[config.mk]
export PLATFORM = sky130hd
export DESIGN_NAME = intel_hex_record_decoder
export DESIGN_NICKNAME = d
export VERILOG_FILES = /design/src/rtl/ihex_pkg.sv /design/src/rtl/ihex_div.sv /design/src/rtl/ihex_ctrl.sv /design/src/rtl/ihex_dp.sv /design/src/rtl/intel_hex_record_decoder.sv
export SDC_FILE = /design/constraint.sdc
export NUM_CORES = 1
export LEC_CHECK = 0
export ABC_AREA = 1
export BUFFER_PORTS_ARGS = -buffer_cell sky130_fd_sc_hd__buf_2
export CAP_MARGIN = 5
export CORE_MARGIN = 1.5
export CORE_UTILIZATION = 31
export CTS_CLUSTER_SIZE = 14
export DETAILED_ROUTE_END_ITERATION = 6
export RECOVER_POWER = 50
export SYNTH_ARGS = -nofsm -noshare
export SYNTH_HDL_FRONTEND = slang
export SYNTH_SLANG_ARGS = --single-unit
[constraint.sdc]
create_clock -name clk -period 7.9 [get_ports clk]
set_input_delay 1.58 -clock clk [delete_from_list [all_inputs] [get_ports clk]]
set_output_delay 1.58 -clock clk [all_outputs]
set_load 0.03 [all_outputs]
[src/rtl/ihex_pkg.sv]
`default_nettype none

package ihex_pkg;

  // result kinds
  typedef enum logic [2:0] {
    KIND_DATA      = 3'd0,
    KIND_OK        = 3'd1,
    KIND_MISMATCH  = 3'd2,
    KIND_EOF       = 3'd3,
    KIND_BAD_START = 3'd4
  } kind_t;

  // characters and record constants
  localparam logic [7:0]  CHAR_COLON      = 8'h3A;
  localparam logic [7:0]  CHAR_LF         = 8'h0A;
  localparam logic [7:0]  TYPE_EOF        = 8'h01;
  localparam logic [15:0] PAGE_SIZE_RESET = 16'd256;

  // commands from the controller to the datapath
  typedef struct packed {
    logic  clear_record;
    logic  shift_digit;
    logic  digit_done;
    logic  take_count;
    logic  take_addr;
    logic  take_type;
    logic  take_data;
    logic  emit;
    kind_t kind;
  } cmd_t;

  // status from the datapath to the controller
  typedef struct packed {
    logic out_busy;
    logic csum_ok;
    logic is_eof;
    logic last_data;
    logic count_zero;
    logic div_done;
  } sts_t;

endpackage

`default_nettype wire

[src/rtl/ihex_div.sv]
`default_nettype none

// restoring divider, one quotient bit per cycle
module ihex_div (
  input  wire logic        clk,
  input  wire logic        rst_n,
  input  wire logic        start,
  input  wire logic [15:0] dividend,
  input  wire logic [16:0] divisor,
  output logic             done,
  output logic [15:0]      quotient,
  output logic [15:0]      remainder
);

  logic        busy_r;
  logic        done_r;
  logic [3:0]  cnt_r;
  logic [15:0] quo_r;
  logic [16:0] rem_r;
  logic [16:0] den_r;
  logic [16:0] trial;
  logic        fits;

  // trial subtraction of the next partial remainder
  assign trial = {rem_r[15:0], quo_r[15]};
  assign fits  = (trial >= den_r);

  // control
  always_ff @(posedge clk) begin
    if (!rst_n) begin
      busy_r <= 1'b0;
      done_r <= 1'b0;
      cnt_r  <= 4'd0;
    end else begin
      done_r <= 1'b0;
      if (start) begin
        busy_r <= 1'b1;
        cnt_r  <= 4'd15;
      end else if (busy_r) begin
        cnt_r <= cnt_r - 4'd1;
        if (cnt_r == 4'd0) begin
          busy_r <= 1'b0;
          done_r <= 1'b1;
        end
      end
    end
  end

  // operands, quotient bits shift in as dividend bits shift out
  always_ff @(posedge clk) begin
    if (start) begin
      quo_r <= dividend;
      rem_r <= 17'd0;
      den_r <= divisor;
    end else if (busy_r) begin
      quo_r <= {quo_r[14:0], fits};
      rem_r <= fits ? (trial - den_r) : trial;
    end
  end

  assign done      = done_r;
  assign quotient  = quo_r;
  assign remainder = rem_r[15:0];

endmodule

`default_nettype wire

[src/rtl/ihex_ctrl.sv]
`default_nettype none

module ihex_ctrl (
  input  wire logic          clk,
  input  wire logic          rst_n,
  input  wire logic          in_tvalid,
  input  wire logic [7:0]    in_char,
  output logic               in_tready,
  input  wire ihex_pkg::sts_t sts,
  output ihex_pkg::cmd_t     cmd
);

  typedef enum logic [3:0] {
    ST_START,
    ST_COUNT,
    ST_ADDR,
    ST_TYPE,
    ST_DIV,
    ST_DATA,
    ST_CSUM,
    ST_LINEEND,
    ST_STOP
  } state_t;

  state_t     state_r, state_nxt;
  logic [2:0] nib_r, nib_nxt;
  logic [2:0] nib_plus;
  logic [2:0] need;
  logic       accept;
  logic       digit_done;

  // no request during a division or while the result register holds a stalled result
  assign in_tready = (state_r != ST_DIV) && !sts.out_busy;
  assign accept    = in_tvalid && in_tready;

  assign nib_plus   = nib_r + 3'd1;
  assign need       = (state_r == ST_ADDR) ? 3'd4 : 3'd2;
  assign digit_done = (nib_plus == need);

  // next state and commands
  always_comb begin
    state_nxt = state_r;
    nib_nxt   = nib_r;
    cmd       = '0;
    cmd.kind  = ihex_pkg::KIND_DATA;
    case (state_r)
      ST_STOP: begin
        state_nxt = ST_STOP;
      end
      ST_DIV: begin
        if (sts.div_done) begin
          state_nxt = sts.count_zero ? ST_CSUM : ST_DATA;
        end
      end
      ST_LINEEND: begin
        if (accept && (in_char == ihex_pkg::CHAR_LF)) begin
          state_nxt = ST_START;
        end
      end
      ST_START: begin
        if (accept) begin
          if (in_char == ihex_pkg::CHAR_COLON) begin
            cmd.clear_record = 1'b1;
            nib_nxt          = 3'd0;
            state_nxt        = ST_COUNT;
          end else begin
            cmd.emit  = 1'b1;
            cmd.kind  = ihex_pkg::KIND_BAD_START;
            state_nxt = ST_STOP;
          end
        end
      end
      ST_COUNT, ST_ADDR, ST_TYPE, ST_DATA, ST_CSUM: begin
        if (accept) begin
          cmd.shift_digit = 1'b1;
          cmd.digit_done  = digit_done;
          nib_nxt         = digit_done ? 3'd0 : nib_plus;
          if (digit_done) begin
            case (state_r)
              ST_COUNT: begin
                cmd.take_count = 1'b1;
                state_nxt      = ST_ADDR;
              end
              ST_ADDR: begin
                cmd.take_addr = 1'b1;
                state_nxt     = ST_TYPE;
              end
              ST_TYPE: begin
                cmd.take_type = 1'b1;
                state_nxt     = ST_DIV;
              end
              ST_DATA: begin
                cmd.take_data = 1'b1;
                cmd.emit      = !sts.is_eof;
                cmd.kind      = ihex_pkg::KIND_DATA;
                state_nxt     = sts.last_data ? ST_CSUM : ST_DATA;
              end
              default: begin
                // checksum byte closes the record
                cmd.emit = 1'b1;
                if (!sts.csum_ok) begin
                  cmd.kind  = ihex_pkg::KIND_MISMATCH;
                  state_nxt = ST_STOP;
                end else if (sts.is_eof) begin
                  cmd.kind  = ihex_pkg::KIND_EOF;
                  state_nxt = ST_STOP;
                end else begin
                  cmd.kind  = ihex_pkg::KIND_OK;
                  state_nxt = ST_LINEEND;
                end
              end
            endcase
          end
        end
      end
      default: begin
        state_nxt = ST_START;
      end
    endcase
  end

  // state and digit counter
  always_ff @(posedge clk) begin
    if (!rst_n) begin
      state_r <= ST_START;
      nib_r   <= 3'd0;
    end else begin
      state_r <= state_nxt;
      nib_r   <= nib_nxt;
    end
  end

endmodule

`default_nettype wire

[src/rtl/ihex_dp.sv]
`default_nettype none

module ihex_dp (
  input  wire logic           clk,
  input  wire logic           rst_n,
  input  wire logic [7:0]     in_char,
  input  wire logic           cfg_wr_en,
  input  wire logic [15:0]    cfg_wr_data,
  input  wire ihex_pkg::cmd_t cmd,
  output ihex_pkg::sts_t      sts,
  input  wire logic           out_tready,
  output logic                out_tvalid,
  output logic [39:0]         out_tdata,
  output logic [10:0]         out_tuser
);

  logic [15:0] page_size_r;
  logic [15:0] byte_acc_r;
  logic [7:0]  byte_count_r;
  logic [7:0]  data_index_r;
  logic [7:0]  sum_r;
  logic [15:0] addr_r;
  logic [7:0]  type_r;
  logic [15:0] page_r;
  logic [15:0] offset_r;

  logic        out_valid_r;
  logic [2:0]  out_kind_r;
  logic [15:0] out_page_r;
  logic [15:0] out_offset_r;
  logic [7:0]  out_byte_r;
  logic [7:0]  out_type_r;

  logic [3:0]  digit;
  logic [15:0] val;
  logic [7:0]  val_byte;
  logic [16:0] eff_size;
  logic [16:0] next_offset;
  logic        div_done;
  logic [15:0] div_quo;
  logic [15:0] div_rem;

  // hex digit value, anything else counts as zero
  function automatic logic [3:0] hex_value(input logic [7:0] c);
    logic [3:0] v;
    v = 4'd0;
    if (c >= 8'h30 && c <= 8'h39) v = c[3:0];
    else if ((c >= 8'h41 && c <= 8'h46) || (c >= 8'h61 && c <= 8'h66)) v = c[3:0] + 4'd9;
    return v;
  endfunction

  assign digit       = hex_value(in_char);
  assign val         = {byte_acc_r[11:0], digit};
  assign val_byte    = val[7:0];
  // a page size of zero means 64 KiB
  assign eff_size    = {(page_size_r == 16'd0), page_size_r};
  assign next_offset = {1'b0, offset_r} + 17'd1;

  // status to the controller
  assign sts.out_busy   = out_valid_r && !out_tready;
  assign sts.csum_ok    = (val_byte == (~sum_r + 8'd1));
  assign sts.is_eof     = (type_r == ihex_pkg::TYPE_EOF);
  assign sts.last_data  = ({1'b0, data_index_r} + 9'd1) >= {1'b0, byte_count_r};
  assign sts.count_zero = (byte_count_r == 8'd0);
  assign sts.div_done   = div_done;

  // page and offset of the record address
  ihex_div u_div (
    .clk       (clk),
    .rst_n     (rst_n),
    .start     (cmd.take_type),
    .dividend  (addr_r),
    .divisor   (eff_size),
    .done      (div_done),
    .quotient  (div_quo),
    .remainder (div_rem)
  );

  // page size register
  always_ff @(posedge clk) begin
    if (!rst_n) begin
      page_size_r <= ihex_pkg::PAGE_SIZE_RESET;
    end else if (cfg_wr_en) begin
      page_size_r <= cfg_wr_data;
    end
  end

  // record fields and running sum
  always_ff @(posedge clk) begin
    if (cmd.clear_record) begin
      byte_acc_r   <= 16'd0;
      byte_count_r <= 8'd0;
      data_index_r <= 8'd0;
      sum_r        <= 8'd0;
      addr_r       <= 16'd0;
      type_r       <= 8'd0;
      page_r       <= 16'd0;
      offset_r     <= 16'd0;
    end else begin
      if (cmd.shift_digit) begin
        byte_acc_r <= cmd.digit_done ? 16'd0 : val;
      end
      if (cmd.take_count) begin
        byte_count_r <= val_byte;
        sum_r        <= sum_r + val_byte;
      end
      if (cmd.take_addr) begin
        addr_r <= val;
        sum_r  <= sum_r + val[7:0] + val[15:8];
      end
      if (cmd.take_type) begin
        type_r       <= val_byte;
        sum_r        <= sum_r + val_byte;
        data_index_r <= 8'd0;
      end
      if (div_done) begin
        page_r   <= div_quo;
        offset_r <= div_rem;
      end
      if (cmd.take_data) begin
        sum_r        <= sum_r + val_byte;
        data_index_r <= data_index_r + 8'd1;
        // step the offset, wrapping into the next page
        if (!sts.is_eof) begin
          if (next_offset >= eff_size) begin
            page_r   <= page_r + 16'd1;
            offset_r <= 16'd0;
          end else begin
            offset_r <= next_offset[15:0];
          end
        end
      end
    end
  end

  // result register valid
  always_ff @(posedge clk) begin
    if (!rst_n) begin
      out_valid_r <= 1'b0;
    end else if (cmd.emit) begin
      out_valid_r <= 1'b1;
    end else if (out_tready) begin
      out_valid_r <= 1'b0;
    end
  end

  // result register payload
  always_ff @(posedge clk) begin
    if (cmd.emit) begin
      out_kind_r <= cmd.kind;
      case (cmd.kind)
        ihex_pkg::KIND_DATA: begin
          out_page_r   <= page_r;
          out_offset_r <= offset_r;
          out_byte_r   <= val_byte;
          out_type_r   <= type_r;
        end
        ihex_pkg::KIND_BAD_START: begin
          out_page_r   <= 16'd0;
          out_offset_r <= 16'd0;
          out_byte_r   <= 8'd0;
          out_type_r   <= 8'd0;
        end
        default: begin
          out_page_r   <= 16'd0;
          out_offset_r <= 16'd0;
          out_byte_r   <= 8'd0;
          out_type_r   <= type_r;
        end
      endcase
    end
  end

  assign out_tvalid = out_valid_r;
  assign out_tdata  = {out_byte_r, out_offset_r, out_page_r};
  assign out_tuser  = {out_type_r, out_kind_r};

endmodule

`default_nettype wire

[src/rtl/intel_hex_record_decoder.sv]
// Intel HEX record decoder.
// in_*  : one ASCII character per request of the hex text.
// out_* : one result per data byte (page, offset, byte, record type) except in
//         end of file records, and one per record end (record ok, checksum
//         mismatch, end of file), or a bad start if a line does not open with ':'.
// cfg_* : page size register, written by the user only while the block is idle
//         (the block does not enforce this); 0 = 65536.
// A result is registered and shows on out_tvalid in the cycle after the
// character that completes it is taken. One character per cycle while no
// stalled result is held, except the last digit of the record type field, which
// starts a 16-step bit-serial division of the address by the page size;
// in_tready stays low while it runs. A single result register sits on the
// output; while it holds a result that the receiver stalls, in_tready is low.
// A mismatch, an end of file record or a bad start stops the block: further
// characters are taken and ignored until reset.
// Reset puts the block at the start of a line with a page size of 256.
`default_nettype none

module intel_hex_record_decoder (
  input  wire logic        clk,
  input  wire logic        rst_n,
  input  wire logic        in_tvalid,
  output logic             in_tready,
  input  wire logic [7:0]  in_tdata,   // [7:0] character
  output logic             out_tvalid,
  input  wire logic        out_tready,
  output logic [39:0]      out_tdata,  // [15:0] page_number, [31:16] page_offset,
                                       // [39:32] data_byte
  output logic [10:0]      out_tuser,  // [2:0] kind, [10:3] record_kind
  input  wire logic        cfg_wr_en,
  input  wire logic [15:0] cfg_wr_data
);

  ihex_pkg::cmd_t cmd;
  ihex_pkg::sts_t sts;

  // sequencer
  ihex_ctrl u_ctrl (
    .clk       (clk),
    .rst_n     (rst_n),
    .in_tvalid (in_tvalid),
    .in_char   (in_tdata),
    .in_tready (in_tready),
    .sts       (sts),
    .cmd       (cmd)
  );

  // record fields, divider and result register
  ihex_dp u_dp (
    .clk         (clk),
    .rst_n       (rst_n),
    .in_char     (in_tdata),
    .cfg_wr_en   (cfg_wr_en),
    .cfg_wr_data (cfg_wr_data),
    .cmd         (cmd),
    .sts         (sts),
    .out_tready  (out_tready),
    .out_tvalid  (out_tvalid),
    .out_tdata   (out_tdata),
    .out_tuser   (out_tuser)
  );

  // no request taken while a stalled result is still held
  assert property (@(posedge clk) disable iff (!rst_n)
    (out_tvalid && !out_tready) |-> !in_tready)
    else $error("request taken while result register full");

  // end of file records never produce data results
  assert property (@(posedge clk) disable iff (!rst_n)
    out_tvalid |-> !((out_tuser[2:0] == ihex_pkg::KIND_DATA) &&
                     (out_tuser[10:3] == ihex_pkg::TYPE_EOF)))
    else $error("data result from end of file record");

  // a bad start result carries no record type
  assert property (@(posedge clk) disable iff (!rst_n)
    (out_tvalid && (out_tuser[2:0] == ihex_pkg::KIND_BAD_START)) |->
      (out_tuser[10:3] == 8'd0))
    else $error("bad start result with record type");

endmodule

`default_nettype wire
==> impl_metrics.tcl, run 1 <==
set metrics [dict create \
    status "complete, but fails checks" \
    violations "max-capacitance violations, max-slew violations" \
    fin_nets 1679 \
    drv_slew 71 \
    critical_path_arrival_ns 6.16 \
    cts.sinks 222 \
    final-hold-violation-count 0 \
    syn2layout_area_growth_pct 13.3 \
    setup_violations 0 \
    dp_slack_ns 2.40 \
    grt_pass1_vias 9547 \
    grt_max_degree 60 \
    cp-startpoint "in_tdata[0]" \
    cts_tree "yes" \
    cts_hold_buf 0 \
    r2r-end "u_dp.byte_acc_r[9]$_SDFFE_PP0P_" \
    crit_fanout 59 \
    yosys_warnings 0 \
    fill_cells 3982 \
    reg2reg_depth 10 \
    synth_cell_type_count 48 \
    synth_seq_cells 222 \
    dr.pass1.iters 7 \
    async_flop_share_pct 0 \
    maxCapViolations 2 \
    start_util_pct 31.6 \
    drc_errors 0 \
    clock_path_buffers 3 \
    critPathKind "in -> reg" \
    die_w_um 199 \
    syn-mean-instance-area_um2 7.87 \
    clock_skew_ns 0.0123 \
    grt_setup_unrepaired "false" \
    cp_slowest_cell "clkbuf_1" \
    utilization_pct 35.8 \
    grt.total_usage_pct 15.9 \
    end_kind "flip-flop" \
    num_vias 10000 \
    wl_per_cell_um 14.7 \
    relSlewSlack_pct -73.1 \
    synth_cells 1515 \
    post-cts-setup-buffers 0 \
    reg2reg_from "u_ctrl.state_r[0]$_SDFFE_PN0P_" \
    clock.fmax_ghz 0.174 \
    grt-ovfl-total 0 \
    hold_path.class "reg -> reg" \
    io-pin-count 82 \
    cts-root-buf "clkbuf_16" \
    ir_drop_mv 0.101 \
    worstPathRequired_ns 8.31 \
    seq_area_frac_synth_pct 44.3 \
    place_congestion 0.883 \
    fp.dieArea_um2 39600 \
    rows 71 \
    synth_nets 1614 \
    synth_edf_count 84 \
    drt_iter0_drc 633 \
    viasPerCell 4.75 \
    cts_inserted_buffers 25 \
    die_h_um 199 \
    r2r_setup_slack_ns 2.71 \
    ant_nets 0 \
    min_period_ns 5.74 \
    holdWs_ns 0.445 \
    power.density_nw_per_um2 217 \
    hpwlAfterDp_um 22900 \
    tns_ns 0 \
    clk_pin_slew_ns 0.06 \
    leakagePower_uw 0.00617 \
    dpl_cell_area_um2 12800 \
    worst_pin_slew_ns 2.60 \
    cpPeakStageDelay_ns 1.83 \
    portBuffers 81 \
    fin_crit_sh_pct 72.7 \
    netlist_area_um2 11900 \
    grt_pass1_wl_um 50400 \
    antenna_cells 0 \
    ys.flop_type "dfxtp_1" \
    final_layout_size_suffix_gt1_share_pct 5.69 \
    h-tree-depth 1 \
    routed_wirelength_um 31100 \
    coreArea_um2 37800 \
    setup_slack_ns 2.16 \
    hp-start "u_dp.page_size_r[15]$_SDFFE_PN0P_" \
    crit_chain "clkbuf_1, inv_1, ha_1, nand3_1, inv_1, nand2_1, nor2_1, nand2_1, clkbuf_1, clkinv_1, a21oi_1" \
    insertion_delay_ns 0.52 \
    cts_resized 0 \
    holdPathEnd "u_dp.u_div.den_r[15]$_DFFE_PP_" \
    cp-start-kind "input port" \
    grt_antenna_before_repair 0 \
    holdPathStages 0 \
    fin_area_um2 13500 \
]
-- metal layers --
layer	track usage (%)	wire length, µm
met1	22.3	15300
met2	25.6	13700
met3	2.03	1340
met4	4.41	773
met5	0	0
-- layout by cell type (no fill, tap or decap), types with 4 or more instances in the layout --
master | synthesis | layout
a21oi_1 | 135 | 135
a22oi_1 | 4 | 4
a31oi_1 | 9 | 9
buf_2 | 13 | 26
clkbuf_1 | 28 | 60
clkbuf_16 | 0 | 25
clkbuf_8 | 0 | 4
clkinv_1 | 1 | 4
clkinv_2 | 0 | 4
dfxtp_1 | 138 | 138
edfxtp_1 | 84 | 84
ha_1 | 67 | 67
inv_1 | 215 | 216
nand2_1 | 291 | 292
nand3_1 | 52 | 52
nand3b_1 | 4 | 4
nand4_1 | 18 | 18
nor2_1 | 172 | 175
nor2_4 | 6 | 4
nor3_1 | 10 | 10
nor4_1 | 9 | 9
o211ai_1 | 18 | 18
o21ai_0 | 134 | 134
o21ai_1 | 4 | 4
xnor2_1 | 11 | 11
xor2_1 | 45 | 45
-- flip-flops by register name, indices dropped and copies added (netlist names), 12 cells and up --
signal               flops
u_dp.u_div.rem_r        16
u_dp.u_div.den_r        17
u_dp.u_div.quotient     16
u_dp.page_size_r        16
u_dp.addr_r             16
u_dp.offset_r           16
u_dp.out_offset_r       16
u_dp.page_r             16
u_dp.out_page_r         16
u_dp.byte_acc_r         12
-- synth_stat cells (4+ instances only) --
cell        n  share of area (%)
ha_1       67                7.0
nand2_1   291                9.2
clkbuf_1   28               0.88
a22oi_1     4               0.25
nand4_1    18               0.94
inv_2       4               0.13
nor3_1     10               0.42
o21ai_1     4               0.17
a21oi_1   135                5.7
nand3_1    52                2.2
buf_2      13               0.55
nand3b_1    4               0.25
dfxtp_1   138                 23
a31oi_1     9               0.47
nor2_4      6               0.57
o21ai_0   134                5.6
nor2_2      4               0.21
nor4_1      9               0.47
edfxtp_1   84                 21
inv_1     215                6.8
o211ai_1   18                1.1
xnor2_1    11               0.81
xor2_1     45                3.3
nor2_1    172                5.4
-- per-stage QoR --
stage                     total power [µW]  std cells
after floorplan                       1650       1515
after global placement                1770       2064
after detailed placement              1770       2064
after CTS                             2970       2109
after global routing                  3060       2109
final                                 2920       2109
-- cells by family (layout without fill, tap and decap cells) --
group                      count (synthesis)  in the layout  synth area share [%]
AOI/OAI and AO/OA                        321            321                  14.4
xor gates and xnor gates                  56             56                  4.12
adders and majority gates                 70             70                  7.54
buffers and inverters                    268            351                  8.86
DFF                                      222            222                  44.3
and+or+nand+nor                          578            578                  20.7
-- report_power, final --
part / switching (µW) / internal [µW] / leakage (µW) / total (µW)
Combinational: 288 / 138 / 0.00384 / 426
Clock: 467 / 714 / 0.000409 / 1180
Sequential: 52.5 / 1260 / 0.00193 / 1320
Total: 807 / 2120 / 0.00617 / 2920
-- cell type report --
type	instances	area, µm²	area share [%]
Clock buffer	33	696	5.15
Clock inverter	12	138	1.02
Inverter	221	831	6.15
Multi-Input combinational cell	1025	5550	41.1
Sequential cell	222	5290	39.1
Tap cell	511	639	4.73
Timing Repair Buffer	85	363	2.69
-- worst max-delay path: cells and delay by family --
| family | cells | cell delay (ns) |
|---|---|---|
| AND/OR/NAND/NOR | 4 | 0.33 |
| adder cells (fa/ha/maj) | 1 | 0.22 |
| AO/OA/AOI/OAI | 1 | 0.40 |
| buffers and inverters | 5 | 3.60 |
-- worst max-delay path by stage --
stage	endpoint	slack [ns]	cells after the start
floorplan	u_dp.out_byte_r[0]$_SDFFCE_PP0P_	1.06	10
global placement	u_dp.sum_r[7]$_SDFFE_PP0P_	2.43	28
global route	u_dp.byte_acc_r[5]$_SDFFE_PP0P_	1.65	11
finish	u_dp.byte_acc_r[9]$_SDFFE_PP0P_	2.16	11
CTS	u_dp.sum_r[7]$_SDFFE_PP0P_	2.93	28
detailed placement	u_dp.sum_r[7]$_SDFFE_PP0P_	2.40	28
Power figures use the tool's default switching activity.
==> run 2: changes to the inputs <==
==> constraint.sdc (replaced) <==
create_clock -name clk -period 5.17 [get_ports clk]
set_input_delay 1.034 -clock clk [delete_from_list [all_inputs] [get_ports clk]]
set_output_delay 1.034 -clock clk [all_outputs]
set_load 0.03 [all_outputs]
==> run 2 against run 1 <==
Compared with the run above: the run still ends with max-capacitance violations, max-slew violations left; routed wire length up 1.6%; setup slack worse by 1.5 ns; design area up 0.19%; register-to-register slack worse by 2.0 ns.
==> impl_metrics.tcl, run 2 (synthesis results as in run 1) <==
set metrics [dict create \
    final-hold-violation-count 0 \
    grt.total_usage_pct 16.0 \
    final_layout_size_suffix_gt1_share_pct 5.92 \
    final_cell_mix "292 x nand2_1, 216 x inv_1, 176 x nor2_1" \
    clock_skew_ns 0.0384 \
    routed_wirelength_um 31600 \
    grt_antenna_before_repair 0 \
    reg2reg_from "u_ctrl.state_r[0]$_SDFFE_PN0P_" \
    worst_pin_slew_ns 2.49 \
    cts-root-buf "clkbuf_16" \
    setup_violations 0 \
    ir_drop_mv 0.241 \
    h-tree-depth 1 \
    insertion_delay_ns 0.56 \
    multi_input_area_um2 5560 \
    cts_tree "yes" \
    status "complete, but fails checks" \
    power.density_nw_per_um2 328 \
    cts_resized 0 \
    clk_pin_slew_ns 0.06 \
    worstPathRequired_ns 5.33 \
    violations "max-capacitance violations, max-slew violations" \
    start_util_pct 31.6 \
    cts_hold_buf 0 \
    wl_per_cell_um 14.9 \
    grt_pass1_wl_um 50300 \
    reg2reg_depth 10 \
    top_register "u_dp.u_div.den_r" \
    rows 71 \
    io-pin-count 82 \
    r2r-end "u_dp.out_byte_r[4]$_SDFFCE_PP0P_" \
    drv_slew 70 \
    antenna_cells 0 \
    clock.fmax_ghz 0.222 \
    cts_inserted_buffers 26 \
    dr.pass1.iters 5 \
    drc_errors 0 \
    coreArea_um2 37800 \
    register_area_um2 5290 \
    fp.dieArea_um2 39600 \
    grt_pass1_vias 9525 \
    crit_chain "nand2_1, o21ai_0, nor2_1, inv_1, nor2_4, inv_1, nor2_1, clkinvlp_2, o31ai_1, buf_4" \
    die_w_um 199 \
    hp-start "u_dp.page_size_r[15]$_SDFFE_PN0P_" \
    crit_fanout 43 \
    cp-start-kind "flip-flop" \
    end_kind "flip-flop" \
    grt_max_degree 59 \
    holdWs_ns 0.459 \
    clock_path_buffers 3 \
    fin_crit_sh_pct 87.1 \
    grt_setup_unrepaired "false" \
    holdPathStages 0 \
    relSlewSlack_pct -66.2 \
    viasPerCell 4.75 \
    ant_nets 0 \
    r2r_setup_slack_ns 0.67 \
    cp_slowest_cell "o31ai_1" \
    maxCapViolations 2 \
    syn2layout_area_growth_pct 13.5 \
    holdPathEnd "u_dp.u_div.den_r[15]$_DFFE_PP_" \
    hpwlAfterDp_um 23200 \
    portBuffers 81 \
    die_h_um 199 \
    critical_path_arrival_ns 4.66 \
    post-cts-setup-buffers 0 \
    hold_path.class "reg -> reg" \
    place_congestion 0.932 \
    critPathKind "reg -> reg" \
    tns_ns 0 \
    grt-ovfl-total 0 \
    leakagePower_uw 0.00619 \
    largest_reg_flops 17 \
    cpPeakStageDelay_ns 1.32 \
    utilization_pct 35.8 \
    min_period_ns 4.50 \
    final_common_cell "nand2_1" \
    fill_cells 3981 \
    cts.sinks 222 \
    num_vias 10000 \
    fin_nets 1684 \
    drt_iter0_drc 548 \
]
run 2: changes by cell type in the layout (fill, tap and decap cells not counted), sizes merged:
cell / before / now
clkbuf: 89 / 96
buf: 29 / 32
bufinv: 3 / 0
clkinvlp: 2 / 1
run 2: layer usage:
layer  vias to the layer above  track usage, %  routed length, µm
met5                         -               0                  0
met4                         0            4.83                835
met3                        46            2.80               1640
met2                       239            25.0              13600
met1                      4641            22.3              15500
li1                       5118               -                  -
run 2: worst max path at each step:
stage	start	endpoint	slack (ns)	depth (start not counted)
global route	in_tdata[0]	u_dp.sum_r[7]$_SDFFE_PP0P_	0.21	27
floorplan	out_tready	u_dp.out_byte_r[0]$_SDFFCE_PP0P_	0.50	10
detailed placement	in_tdata[0]	u_dp.sum_r[7]$_SDFFE_PP0P_	0.26	26
global placement	in_tdata[0]	u_dp.sum_r[7]$_SDFFE_PP0P_	0.35	26
CTS	in_tdata[0]	u_dp.sum_r[7]$_SDFFE_PP0P_	0.82	26
finish	u_ctrl.state_r[0]$_SDFFE_PN0P_	u_dp.out_byte_r[4]$_SDFFCE_PP0P_	0.67	10
run 2: cell type report:
class | count | share of cell area [%]
flip-flops and latches | 222 | 39.1
clock inverters | 8 | 0.407
repair buffers | 89 | 2.88
inverters | 221 | 6.14
multi-input cells | 1025 | 41.1
well taps | 511 | 4.73
clock buffers | 39 | 5.70
run 2: metrics by stage:
stage                     total power, µW  std cells  area (µm²)  setup slack (ns)
after detailed placement             2710       2068       12800             0.261
after CTS                            4490       2115       13600             0.817
after global placement               2700       2068       12800             0.347
final                                4440       2115       13500             0.668
after floorplan                      2520       1515       11900             0.500
after global routing                 4640       2115       13500             0.210
run 2: critical path: cells and delay by family (launching register included):
| family | cells | cell delay (ns) |
|---|---|---|
| buffers and inverters | 4 | 1.46 |
| AO/OA/AOI/OAI | 2 | 1.44 |
| AND/OR/NAND/NOR | 4 | 0.87 |
| flip-flops | 1 | 0.36 |
run 2: report_power, final:
part	switching (µW)	internal, µW
Sequential	78.5	1930
Combinational	445	213
Clock	740	1030
Total	1260	3170
